## config.mk

```make
export PLATFORM = sky130hd
export DESIGN_NAME = bia_ram
export DESIGN_NICKNAME = d
export VERILOG_FILES = /design/src/hw/rtl/bia_ram.sv
export SDC_FILE = /design/constraint.sdc
export NUM_CORES = 2
export LEC_CHECK = 0
export BUFFER_PORTS_ARGS = -buffer_cell sky130_fd_sc_hd__buf_2
export CORE_ASPECT_RATIO = 2
export CORE_MARGIN = 4
export CORE_UTILIZATION = 25
export DETAILED_ROUTE_END_ITERATION = 10
export HOLD_SLACK_MARGIN = 0.15
export PLACE_DENSITY = 0.46
export RECOVER_POWER = 100
export SLEW_MARGIN = 15
export SYNTH_ARGS = -nofsm -noshare
export SYNTH_HDL_FRONTEND = slang
export SYNTH_SLANG_ARGS = --single-unit
```

## constraint.sdc

```tcl
create_clock -name clk -period 8.5 [get_ports clk]
set_clock_uncertainty 0.1 [all_clocks]
set_input_delay 0.425 -clock clk [delete_from_list [all_inputs] [get_ports clk]]
set_output_delay 0.425 -clock clk [all_outputs]
set_load 0.01 [all_outputs]
```

## src/hw/rtl/bia_ram.sv

```systemverilog
module bia_ram #(
	parameter int WIDTH  = 32,
	parameter int DEPTH  = 128,
	parameter int ADDR_W = (DEPTH > 1) ? $clog2(DEPTH) : 1
) (
	input  logic              clk,
	input  logic              we,
	input  logic [ADDR_W-1:0] waddr,
	input  logic [WIDTH-1:0]  wdata,
	input  logic              re,
	input  logic [ADDR_W-1:0] raddr,
	output logic [WIDTH-1:0]  rdata
);

	logic [WIDTH-1:0] mem [DEPTH];

	always_ff @(posedge clk) begin
		if (we) begin
			mem[waddr] <= wdata;
		end
		if (re) begin
			rdata <= mem[raddr];
		end
	end

endmodule

```

== Word-level counts from Yosys, hierarchy flattened ==
Memories as Yosys holds them, arrays and structs flattened. A register that Yosys moved wholly into a read port is not among the register bits.
Index checks and enable logic that the tools add are counted.

* Multiplexer cells: 2

{| class="wikitable"
|+ Operators with widths
! cell !! number
|-
| 1-bit two-way mux || 2
|}

* Bits in registers: 0
* RAM bits: 4096
* Input port bits: 49
* Output and inout bits: 32
* Memories: 1

{| class="wikitable"
|+ Memory list
! memory !! words !! width !! rd ports !! clocked after memory_dff !! write ports !! RTL line !! text
|-
| mem || 128 || 32 || 1 || 1 || 1 || 15 || <nowiki>logic [WIDTH-1:0] mem [DEPTH];</nowiki>
|}

== Longest topological paths before layout ==
* Depth in word-level cells: 2
* Gate-level depth with buffers: 8

== Worst setup path after synthesis ==
OpenSTA, ideal clock, no wires.

* Kind: input to register
* From: input port we
* To: memory mem[98][0] (enable)
* Setup time: 0.461 ns
* Data arrival time: 3.203 ns
* Required time: 7.939 ns
* Setup slack: 4.736 ns
* Cell stages on the path: 3
* Path buffers: 1
* Cell sequence: clkbuf_1 > nand4_1 > nor3_1

* Cells in the longest elaborated chain, start to end: 2

{| class="wikitable"
|+ Ends and longest elaborated chain
! what !! RTL line !! text
|-
| start: declaration || 7 || <nowiki>input logic we,</nowiki>
|-
| 1-bit two-way mux || 18 || <nowiki>if (we) begin</nowiki>
|-
| 1-bit two-way mux (not written as such) || 19 || <nowiki>mem[waddr] <= wdata;</nowiki>
|-
| end: declaration || 15 ||
|}

No other way between the ends.

== Worst setup path after layout ==
* From: input port waddr[1]
* To: memory mem[58][29] (enable)

{| class="wikitable"
|+ RTL lines
! what !! RTL line !! text
|-
| start: declaration || 8 || <nowiki>input logic [ADDR_W-1:0] waddr,</nowiki>
|}

Straight into the memory's write port.

==> flow_summary.toml <==
[status]
outcome = "finished with violations"
violations = "capacitance limit, slew limit"

[timing]
post-route-min-period_ns = 6.35
final-max-slew-violation-count = 7526
slew_at_the_pin_closest_to_its_max_slew_limit_ns = 4.55
layout_worst_path_cycle_share_pct = 74.7
timing_hold_violations_final = 0
grt_setup_unrepaired = "no"
setup_total_negative_slack_ns = 0
max-slew-margin-rel_pct = -203
layout_setup_ws_ns = 2.15
hold_ws_ns = 0.249
report.final.setup_viol = 0
timing.fmax_mhz = 157

[power]
totalPowerFinal_w = 0.0409
power_density_nw_per_um2 = 226
power.leakage_nw = 52.1
ir_drop_worst_vdd_mv = 0.164

[yosys]
yosysSeqAreaShare_pct = 79.2
synth_cell_type_count = 16
share_of_the_synthesized_area_in_compound_gates_ao_oa_aoi_oai_pct = 0
post-synth-top-area-cell = "sky130_fd_sc_hd__edfxtp_1"
count_of_yosys_warnings_during_synthesis = 0
syn-num-nets = 6039
yosys-top-cells-area = "sky130_fd_sc_hd__edfxtp_1 (79%), sky130_fd_sc_hd__mux4_2 (19%), sky130_fd_sc_hd__clkbuf_1 (0.44%)"
synth_xor_area_share_pct = 0
dominant_combinational_cell_family_by_area_after_synthesis = "multiplexers"
post_syn_area_per_cell_um2 = 26.1
syn_inst = 5990
synth_simple_gate_area_share_pct = 0.445
yosys.area.top_type_share_pct = 79.2
ys_ff_latch = 4128
synthAdderAreaFrac_pct = 0
syn-cell-area_um2 = 157000
post_synth_mux_area_share_pct = 19.6

[floorplan]
dieArea_um2 = 640000
design.portCount = 81
placementRows = 410
die_span_in_x_um = 568
vertical_die_dimension_um = 1130
floorplan.initialDensity_pct = 25.1
core_region_area_um2 = 624000

[global_routing]
gr-total-overflow = 0
grt_start_max_net_pins = 119
grt_util_all_layers_pct = 15.5
grt_pass1_wl_um = 680000
grt_antenna_before_repair = 92
grt_pass1_vias = 73900

[route]
detail_route.iter0.violations = 7330
routedWlPerCell_um = 32.9
via_to_cell_ratio = 4.56
drcViolationCount = 0
ant_nets = 0
via_count = 70300
detail_route.wirelength_um = 508000
drt_pass1_iterations = 6

[placed_design]
post-dp-hpwl_um = 302000
port_buffers = 80
gp_congestion = 0.787
dpl_worst_slack_ns = 3.61

[worst_setup_path]
setup.worst_path.start_class = "input pin"
worst-r2r-cell-count = 4
timing.critical_path.required_ns = 8.89
path_max_fanout = 18
worstSetupPathType = "input pin to flip-flop"
crit_path_end_kind = "flip-flop"
timing.critical_path.arrival_ns = 6.74

[clock_tree]
cts-resized-gates = 0
cts_root_buffer = "sky130_fd_sc_hd__clkbuf_16"
worst_setup_hold_path_clk_slew_ns = 0.07
h-tree-depth = 5
total_cts_buffers = 336
tritoncts_num_sinks = 4128
cts_tree = "yes"
max-clock-path-buffers = 4
clkLatencyLatePin_ns = 0.95

[min_path]
whs_path_depth = 2
hold_class = "input pin to flip-flop"

[final_layout]
final_nets = 6405
post_route_cells_drive_above_1_share_pct = 30.2
finish.utilization_pct = 28.9
layout-area-overhead-vs-synth_pct = 15.2

[flow_run]
maxCapViolations = 211
-- metal layers --
metal / share of wire [%] / track usage, % / wire (um)
met1: 34 / 16.2 / 171000
met2: 57 / 30.1 / 288000
met3: 4.1 / 1.61 / 20800
met4: 5.5 / 8.63 / 27700
met5: 0.020 / 0 / 100
-- cells in the final DEF, fill, tap and decap left out, types with 3 or more instances in the layout --
master | synthesis | layout
sky130_fd_sc_hd__dlygate4sd3_1 | 0 | 36
sky130_fd_sc_hd__clkinv_1 | 0 | 60
sky130_fd_sc_hd__clkinv_2 | 0 | 64
sky130_fd_sc_hd__clkinv_8 | 0 | 4
sky130_fd_sc_hd__nand3_2 | 0 | 3
sky130_fd_sc_hd__clkbuf_1 | 182 | 300
sky130_fd_sc_hd__nand2_1 | 14 | 13
sky130_fd_sc_hd__nor3_1 | 9 | 9
sky130_fd_sc_hd__nand4_1 | 3 | 3
sky130_fd_sc_hd__buf_8 | 0 | 3
sky130_fd_sc_hd__edfxtp_1 | 4128 | 4128
sky130_fd_sc_hd__bufinv_16 | 0 | 31
sky130_fd_sc_hd__inv_16 | 0 | 3
sky130_fd_sc_hd__diode_2 | 0 | 569
sky130_fd_sc_hd__nor2b_1 | 7 | 7
sky130_fd_sc_hd__mux2_2 | 32 | 31
sky130_fd_sc_hd__inv_6 | 0 | 12
sky130_fd_sc_hd__buf_2 | 79 | 6
sky130_fd_sc_hd__clkbuf_16 | 0 | 344
sky130_fd_sc_hd__buf_4 | 3 | 45
sky130_fd_sc_hd__buf_12 | 0 | 19
sky130_fd_sc_hd__nor2_1 | 122 | 53
sky130_fd_sc_hd__clkinvlp_4 | 0 | 14
sky130_fd_sc_hd__clkinv_4 | 0 | 5
sky130_fd_sc_hd__nand3_1 | 12 | 9
sky130_fd_sc_hd__mux4_2 | 1344 | 1344
sky130_fd_sc_hd__nor2_4 | 0 | 69
-- kinds of logic after synthesis --
family | after synthesis
simple gates | 170
flops | 4128
mux | 1376
buf+inv | 316
-- worst max-delay path, stage by stage --
cell	delay (ns)
sky130_fd_sc_hd__dlygate4sd3_1	0.65
sky130_fd_sc_hd__clkbuf_1	0.33
sky130_fd_sc_hd__nor2b_1	0.32
sky130_fd_sc_hd__nand2_2	0.06
sky130_fd_sc_hd__clkbuf_1	0.91
sky130_fd_sc_hd__nor2_1	2.08
sky130_fd_sc_hd__clkbuf_1	1.86
-- timing repair --
item	CTS	global route
hold endpoints to repair	1833	0
hold buffers	36	0
setup buffers	0	0
-- registers in the layout, indices dropped and copies added, names as in the netlist --
signal / count
mem: 4096
rdata: 32
-- synth_stat cells, drive strengths merged --
library cell	count
nand2	14
nor3	9
mux4	1344
clkbuf	182
edfxtp	4128
or3	1
buf	134
nand4	3
nor2b	7
nor2	122
nand3	12
mux2	32
nand2b	2
-- cell type report --
type                       instances  area [um^2]
antenna                          569         1420
clock inverter                   196         1930
multi-input combinational       1546        31900
timing repair buffer             344         2050
sequential                      4128       124000
tap                             8240        10300
fill                           60700       443000
clock buffer                     412         8860
-- worst paths after layout --
check | from | endpoint | slack, ns
worst min-delay path | raddr[5] | rdata[4]$_DFFE_PP_ | 0.25
worst max register to register | mem[32][19]$_DFFE_PP_ | rdata[19]$_DFFE_PP_ | 5.38
worst max-delay path | waddr[1] | mem[58][29]$_DFFE_PP_ | 2.15
worst min register to register | mem[20][15]$_DFFE_PP_ | rdata[15]$_DFFE_PP_ | 1.10
-- where the power goes --
group,switching (W),internal [W],leakage (nW)
clock network,0.00745,0.00843,5.27
registers,0.0000685,0.0225,37.1
logic,0.00157,0.000807,9.71
-- stage by stage --
stage                     std cells  area, um^2
after global placement        14200      169000
final                         15400      180000
after CTS                     14900      180000
after detailed placement      14200      169000
after global routing          15400      180000
after floorplan                5990      157000
No activity file was read; power rests on OpenSTA's default activity.
